## src/rtl/smeu_pkg.sv

```systemverilog
// Shared types and constants for the stack machine execute unit.
`default_nettype none
package smeu_pkg;
  localparam int unsigned StackDepth = 256;
  localparam int unsigned VarCount = 256;
  localparam int unsigned SpW = $clog2(StackDepth + 1);
  localparam int unsigned SaW = $clog2(StackDepth);
  localparam int unsigned VaW = $clog2(VarCount);
  localparam int unsigned DepthW = 9;

  typedef enum logic [3:0] {
    OP_PUSH_INT = 4'd0, OP_PUSH_BOOL = 4'd1, OP_ADD = 4'd2, OP_SUB = 4'd3,
    OP_MUL = 4'd4, OP_DIV = 4'd5, OP_EQ = 4'd6, OP_LT = 4'd7,
    OP_STORE = 4'd8, OP_LOAD = 4'd9, OP_JIF = 4'd10, OP_JUMP = 4'd11,
    OP_PRINT = 4'd12, OP_INPUT = 4'd13, OP_POP = 4'd14, OP_HALT = 4'd15
  } op_e;

  typedef enum logic [2:0] {
    ST_OK = 3'd0, ST_UNDER = 3'd1, ST_OVER = 3'd2, ST_DIVZ = 3'd3, ST_HALT = 3'd4
  } status_e;

  typedef enum logic [2:0] {
    S_IDLE, S_RD1, S_RD2, S_ITER, S_FIN
  } state_e;

  // Commands from the controller to the datapath.
  typedef struct packed {
    logic         load_op;   // capture kind and operand
    logic         rd_top;    // read stack at sp-1 (and variable)
    logic         rd_next;   // read stack at sp-2
    logic         iter_start;
    logic         iter_step;
    logic         finish;    // commit result and strobe
  } cmd_t;

  typedef struct packed {
    logic         iter_done;
    logic         stopped;
    logic [SpW-1:0] sp;
  } stat_t;
endpackage
`default_nettype wire

```

## src/rtl/smeu_ctrl.sv

```systemverilog
// Controller state machine sequencing reads, iteration and commit.
`default_nettype none
module smeu_ctrl import smeu_pkg::*; (
  input  wire  logic clk_i,
  input  wire  logic rst_ni,
  input  wire  logic start_i,
  input  wire  op_e  kind_i,
  input  wire  stat_t stat_i,
  output cmd_t       cmd_o,
  output logic       busy_o
);
  state_e state_q, state_d;
  op_e kind_q, kind_d;

  always_ff @(posedge clk_i or negedge rst_ni) begin
    if (!rst_ni) begin
      state_q <= S_IDLE;
      kind_q <= OP_HALT;
    end else begin
      state_q <= state_d;
      kind_q <= kind_d;
    end
  end

  always_comb begin
    state_d = state_q;
    kind_d = kind_q;
    cmd_o = '0;
    busy_o = (state_q != S_IDLE);
    unique case (state_q)
      S_IDLE: begin
        if (start_i) begin
          cmd_o.load_op = 1'b1;
          kind_d = kind_i;
          state_d = S_RD1;
        end
      end
      S_RD1: begin
        cmd_o.rd_top = 1'b1;
        state_d = S_RD2;
      end
      S_RD2: begin
        cmd_o.rd_next = 1'b1;
        if (!stat_i.stopped && stat_i.sp >= SpW'(2)
            && (kind_q == OP_MUL || kind_q == OP_DIV)) begin
          state_d = S_ITER;
          cmd_o.iter_start = 1'b1;
        end else begin
          state_d = S_FIN;
        end
      end
      S_ITER: begin
        cmd_o.iter_step = 1'b1;
        if (stat_i.iter_done) state_d = S_FIN;
      end
      S_FIN: begin
        cmd_o.finish = 1'b1;
        state_d = S_IDLE;
      end
      default: state_d = S_IDLE;
    endcase
  end
endmodule
`default_nettype wire

```

## config.mk

```make
export PLATFORM = sky130hd
export DESIGN_NAME = smeu_ctrl
export DESIGN_NICKNAME = d
export VERILOG_FILES = /design/src/rtl/smeu_pkg.sv /design/src/rtl/smeu_ctrl.sv
export SDC_FILE = /design/constraint.sdc
export NUM_CORES = 1
export LEC_CHECK = 0
export CORE_AREA = 10 10 47 49
export DETAILED_ROUTE_END_ITERATION = 6
export DIE_AREA = 0 0 57 59
export DONT_BUFFER_PORTS = 1
export MAX_ROUTING_LAYER = met4
export SLEW_MARGIN = 0
export SYNTH_ARGS = -nofsm -noshare
export SYNTH_HDL_FRONTEND = slang
export SYNTH_SLANG_ARGS = --single-unit
```

## constraint.sdc

```tcl
create_clock -name clk_i -period 1.5 [get_ports clk_i]
set_clock_uncertainty 0.05 [all_clocks]
set_input_delay 0.225 -clock clk_i [delete_from_list [all_inputs] [get_ports clk_i]]
set_output_delay 0.225 -clock clk_i [all_outputs]
set_load 0.02 [all_outputs]
```

==> impl_results.md, run 1 <==
* Top Ports at 25
* Critical Path RT at 1220 ps
* Main flop type after synthesis: dfstp_2
* Vert. Die Dim at 59 um
* Mapped Cells at 34
* Slowest CP cell: or3_4
* Async S/R FF share, synth at 100%
* Syn Nets at 52
* Sum Neg Setup Slack at -1350 ps
* Static Leakage at 0.000242 uW
* First drt pass iteration count at 3
* Via density per instance at 4.87
* Grt total ovfl at 0
* Endpoints failing setup at 8
* Die X at 57 um
* Slowest cell delay on critical path at 380 ps
* Area of the core at 1400 sq um
* Synthesized area per cell at 9.86 sq um
* Clock slew at reported path FFs at 50 ps
* Fmax at 553 MHz
* Rel. slew slack at 64.9%
* CP Cell Sequence: buf_4, buf_6, or3_4, nor2_4, buf_6
* ANT cells at 0
* Worst Tran Pin Value at 522 ps
* Period minus WS final at 1810 ps
* Most common cell in the netlist: nor2_1
* Pwr Total at 1310 uW
* Hold Crit Class: in2reg
* Final Cell Area at 579 sq um
* Peak VDD IR at 0.000927 V
* First-pass GRT wire length at 1.65 mm
* Cell variety after synth at 19
* Row count at 14
* Non-Filler Instances at 67
* Critical Path AT at 1530 ps
* Worst hold path cell count at 2
* Layout cells sized above 1 at 68.6%
* Total CTS buffers at 3
* Status: finished, violations left
* Length in cells of the worst reg-to-reg path at 6
* Instance count on the critical path at 5
* CTS max path bufs at 2
* Number of routed nets with antenna violations at 0
* IO Port Bufs at 0
* Nets at 70
* Yosys top cell area share at 23.5%
* Die area at 3360 sq um
* Worst path buffer plus inverter count at 3
* WL per Instance at 16.5 um
* CTS root buf: clkbuf_4
* Placed Cells at 60
* Synth area leader: dfstp_2
* Violated checks: negative setup slack
* H-tree lvl count at 1
* # Max-Cap Violations at 0
* Power density over the cells at 2270 nW/um^2
* Yosys warns at 0
* Final Hold Fails at 0
* CTS sink count at 6
* Top post-synthesis cells by area: dfstp_2 (24%), dfrtp_1 (22%), mux2_2 (6.7%)
* Setup CP Type: reg2out
* Number of global-route vias before repair at 346
* Worst skew pair latency at 250 ps
* Vias after detailed routing at 326
* Setup ws final at -308 ps
* Post-synthesis sequential area ratio at 45.9%
* All-Layer GR Usage at 6.42%
* Final WL at 1.10 mm
* Top cell by count, worst path: buf_6
* DP Area at 448 sq um
* Synthesized cell area at 335 sq um
* Worst Path Max Fanout at 5
* CP endpoint kind: output pin
* Syn-to-layout area delta at 72.8%
* Final Max Slew Viols at 0
* Crit path max-delay family: simple AND/OR/NAND/NOR gates
* Initial antenna violation count at 0
* Critical path startpoint category: register
* RSZ-0062 raised after global routing: true
* Starting Density at 23.9%
* Placer Congestion at 0.823
* Reg2Reg Setup Slack at -200 ps
* First DRT Iteration DRCs at 1
* Synth Register Bits at 6
* DRC viols at 0
* Largest net degree at the start of global routing at 7
* Layout Utilization at 41.3%
* CTS tree: yes
* Post-synth EDFFs at 0
* Most common library cells after synthesis: nor2_1 (4), dfrtp_1 (3), dfstp_2 (3), inv_1 (3)
* Fin crit share at 121%
==> path summary, 6_finish.rpt <==
| check | startpoint | to |
|---|---|---|
| worst max-delay path | state_q[0]$_DFFE_PN0P_ | cmd_o[5] |
| max in group asynchronous | rst_ni | kind_q[3]$_DFFE_PN1P_ |
| worst min register to register | kind_q[2]$_DFFE_PN1P_ | kind_q[2]$_DFFE_PN1P_ |
| min in group asynchronous | rst_ni | state_q[1]$_DFFE_PN0P_ |
| worst max register to register | state_q[0]$_DFFE_PN0P_ | kind_q[3]$_DFFE_PN1P_ |
| worst min-delay path | kind_i[2] | kind_q[2]$_DFFE_PN1P_ |
==> routing by layer <==
layer	global-route usage [%]	share of wire (%)
met5	-	0
met4	3.02	0
met3	4.94	15
met2	10.2	52
met1	5.51	33
==> placed cells by master, fill, tap and decap left out <==
master / Yosys / layout
nor3_2: 0 / 1
a21oi_1: 2 / 2
clkbuf_1: 0 / 1
and2_4: 0 / 1
nor3_1: 2 / 1
buf_4: 0 / 4
and2b_2: 1 / 1
o22a_2: 2 / 2
or3_4: 0 / 2
inv_2: 0 / 1
inv_1: 3 / 2
nor2_2: 1 / 1
nor2b_1: 1 / 1
nor2_4: 0 / 3
dfrtp_1: 3 / 3
dlygate4sd3_1: 0 / 1
a2111oi_4: 0 / 1
nand2_1: 1 / 1
o21ai_1: 0 / 1
nor2_1: 4 / 1
nor4_1: 2 / 2
clkbuf_4: 0 / 3
dfstp_2: 3 / 3
buf_6: 0 / 8
o21ba_2: 1 / 1
nand2b_4: 0 / 1
mux2_4: 0 / 2
==> kinds of logic after synthesis <==
kind of cell           count (synthesis)  synth area share [%]
AND/OR/NAND/NOR                       16                  26.1
AO/OA/AOI/OAI                          7                  17.9
flip-flops                             6                  45.9
buffers and inverters                  3                  3.36
multiplexers                           2                  6.72
==> flip-flops by register name, summed over array words and instances (netlist names) <==
name	flops
kind_q	3
state_q	3
==> report_power, final <==
part	leakage, uW	internal [uW]	total [uW]	switching [uW]
registers	0.0000696	269	319	49.9
logic	0.000157	443	831	388
clock network	0.0000150	101	165	63.8
total	0.000242	813	1310	501
==> area by class of cell <==
type	count	area (sq um)
fillers	144	822
multi-input cells	25	238
flip-flops and latches	6	154
repair buffers	13	130
clock buffers	4	26.3
well taps	16	20.0
inverters	3	11.3
==> timing repair <==
action / CTS / global route
setup buffers: 2 / 1
gates resized for setup: 8 / 14
endpoints found under the hold margin: 6 / 0
cloned: 0 / 0
pin swaps: 2 / 5
endpoints found under the setup margin: 7 / 12
hold buffers: 1 / 0
==> through the flow <==
| stage | setup slack [ps] | hold slack (ps) |
|---|---|---|
| 5_1_grt | -371 | 38.3 |
| 2_1_floorplan | -35.5 | -121 |
| 6_report | -308 | 23.5 |
| 3_5_place_dp | -68.2 | -120 |
| 4_1_cts | -304 | 17.6 |
| 3_3_place_gp | -66.5 | -120 |
Note: power is estimated with default switching activity, not from simulation.
==> run 2: changes to the inputs <==
--- a/config.mk
+++ b/config.mk
@@ -10,6 +10,8 @@
 export DIE_AREA = 0 0 57 59
 export DONT_BUFFER_PORTS = 1
 export MAX_ROUTING_LAYER = met4
+export PLACE_DENSITY_LB_ADDON = 0.25
+export SETUP_SLACK_MARGIN = 0.4
 export SLEW_MARGIN = 0
 export SYNTH_ARGS = -nofsm -noshare
 export SYNTH_HDL_FRONTEND = slang
==> run 2 against run 1 <==
Compared with the run above:
- the run still ends with negative setup slack left
- routed wire length decreased by 10%
- sequential power about the same
- sequential cell count stayed put
- largest power group unchanged
- count of clock-buffer cells in the layout is the same
- fmax up 1.8%
- critical path type unchanged
- total power increased by 8.3%
- combinational power rose by 14%
- final cell count increased by 3.0%
- highest routed layer is now met4
- setup slack gained 32 ps
==> impl_results.md, run 2 (synthesis gave the netlist of run 1 again) <==
* Status: finished, violations left
* Violated checks: negative setup slack
* Placer Congestion at 0.825 (+0.22%)
* CTS sink count at 6 (unchanged)
* Commonest non-fill, non-tap cell in the layout: buf_6
* R2r startpoint: state_q[0]$_DFFE_PN0P_
* Total CTS buffers at 3 (unchanged)
* WL per Instance at 14.4 um (-13%)
* DP Area at 438 sq um (-2.2%)
* Reg2Reg Setup Slack at -230 ps (-30 ps)
* CTS tree: yes
* Period minus WS final at 1780 ps (-31.8 ps)
* Worst Tran Pin Value at 460 ps (-62.4 ps)
* Row count at 14 (unchanged)
* Final Max Slew Viols at 0 (unchanged)
* H-tree lvl count at 1 (unchanged)
* Instance count on the critical path at 3 (-2)
* # Max-Cap Violations at 0 (unchanged)
* Final Hold Fails at 0 (unchanged)
* Length in cells of the worst reg-to-reg path at 7 (+1)
* Die X at 57 um (unchanged)
* Setup CP Type: reg2out
* Layout cells sized above 1 at 75.5% (+6.8 points)
* Fin crit share at 118% (-2.1 points)
* Setup ws final at -276 ps (+31.8 ps)
* Crit path max-delay family: simple AND/OR/NAND/NOR gates
* Largest registers: kind_q x3, state_q x3
* Worst Hold Margin at 27.7 ps (+4.22 ps)
* Power density over the cells at 2260 nW/um^2 (-0.27%)
* Die area at 3360 sq um (unchanged)
* Largest net degree at the start of global routing at 7 (unchanged)
* IO Port Bufs at 0 (unchanged)
* # fillers at 134 (-6.9%)
* Slowest CP cell: dfrtp_1
* Area of the core at 1400 sq um (unchanged)
* Worst path buffer plus inverter count at 0 (-3)
* Vert. Die Dim at 59 um (unchanged)
* Area occupied by multi-input gates at 254 sq um (+6.8%)
* Worst setup path endpoint: cmd_o[2]
* Grt total ovfl at 0 (unchanged)
* Top Ports at 25 (unchanged)
* Endpoints failing setup at 10 (+2)
* Critical path startpoint category: register
* Clock slew at reported path FFs at 50 ps (about the same)
* Via density per instance at 4.71 (-3.2%)
* DRC viols at 0 (unchanged)
* Worst slack at placement at -73.2 ps (-5.05 ps)
* First-pass GRT wire length at 1.55 mm (-6.3%)
* Fmax at 563 MHz (+1.8%)
* Vias after detailed routing at 325 (-0.31%)
* Peak VDD IR at 0.000681 V (-27%)
* First DRT Iteration DRCs at 9 (+8)
* Final WL at 993 um (-10%)
* ANT cells at 0 (unchanged)
* CTS max path bufs at 2 (unchanged)
* Initial antenna violation count at 0 (unchanged)
* Critical Path AT at 1500 ps (-30 ps)
* HPWL after DPL at 780 um
* Rel. slew slack at 69.1% (+4.2 points)
* Starting Density at 23.9% (unchanged)
* Sum Neg Setup Slack at -1370 ps (-24.0 ps)
* Reg-to-Reg End: kind_q[3]$_DFFE_PN1P_
* Pwr Total at 1420 uW (+8.3%)
* Syn-to-layout area delta at 87.7%
* Static Leakage at 0.000261 uW (+7.9%)
* Worst hold path cell count at 2 (unchanged)
* RSZ-0062 raised after global routing: true
* CP Cell Sequence: or3_4, a2111oi_4, and2b_2
* Register area at 154 sq um (unchanged)
* All-Layer GR Usage at 6.24% (-0.18 points)
* Most frequent cells in the layout: buf_6 (9), nor2_4 (4), buf_4 (4)
* Final Cell Area at 629 sq um (+8.6%)
* First drt pass iteration count at 2 (-1)
* CTS root buf: clkbuf_4
* Number of global-route vias before repair at 347 (+0.29%)
* CP endpoint kind: output pin
* Critical Path RT at 1220 ps (about the same)
* Hold Crit Class: in2reg
* Nets at 72 (+2.9%)
* Number of routed nets with antenna violations at 0 (unchanged)
* Worst Setup SP: state_q[0]$_DFFE_PN0P_
* Worst Path Max Fanout at 3 (-2)
* Worst skew pair latency at 250 ps (about the same)
* Slowest cell delay on critical path at 380 ps (about the same)
[run 2: cell types whose count changed in the layout (fill, tap and decap cells not counted)]
| cell | before | now |
|---|---|---|
| o21ai_1 | 1 | 0 |
| nor2_2 | 1 | 0 |
| nand2_2 | 0 | 1 |
| nand2_1 | 1 | 0 |
| buf_8 | 0 | 1 |
| buf_6 | 8 | 9 |
| inv_8 | 0 | 1 |
| nor3_1 | 1 | 0 |
| nor2_4 | 3 | 4 |
| inv_2 | 1 | 0 |
| o21ai_2 | 0 | 1 |
| nor3_2 | 1 | 2 |
[run 2: per-layer routing]
metal  GRT usage [%]  share of wire, %  vias to the layer above
li1                -                 -                      159
met1            4.55                31                      151
met2            9.92                55                       13
met3            4.72                12                        2
met4            5.37               1.9                        0
met5               -                 0                        -
[run 2: cell type report]
type,count,area share [%]
clock buffer,4,4.17
inverter,3,2.98
multi-input combinational,25,40.4
sequential,6,24.5
tap,16,3.18
timing repair buffer,15,24.9
[run 2: how the worst min path moves through the flow]
| stage | startpoint | end | slack (ps) |
|---|---|---|---|
| detailed placement | rst_ni | state_q[2]$_DFFE_PN0P_ | -120 |
| global placement | rst_ni | state_q[0]$_DFFE_PN0P_ | -120 |
| CTS | kind_i[2] | kind_q[2]$_DFFE_PN1P_ | 60 |
| floorplan | rst_ni | state_q[0]$_DFFE_PN0P_ | -120 |
| global route | kind_i[2] | kind_q[2]$_DFFE_PN1P_ | 20 |
| finish | kind_i[2] | kind_q[2]$_DFFE_PN1P_ | 30 |
[run 2: where the power goes]
group,switching [uW],total (uW),internal [uW],leakage [uW]
Clock,62.4,163,101,0.0000150
Combinational,427,945,518,0.000176
Sequential,46.6,316,269,0.0000696
[run 2: per-stage QoR]
| stage | utilization (%) | instances |
|---|---|---|
| 2_1_floorplan | - | 34 |
| 3_3_place_gp | 31.3 | 58 |
| 3_5_place_dp | 31.3 | 58 |
| 4_1_cts | 40.6 | 66 |
| 5_1_grt | 44.9 | 69 |
| 6_report | 44.9 | 69 |
[run 2: what timing repair did]
item,4_1_cts,5_1_grt
resized for setup,17,13
pin swaps,4,5
hold buffers,1,0
endpoints found under the hold margin,6,0
setup buffers,3,3
setup endpoints to repair,13,13
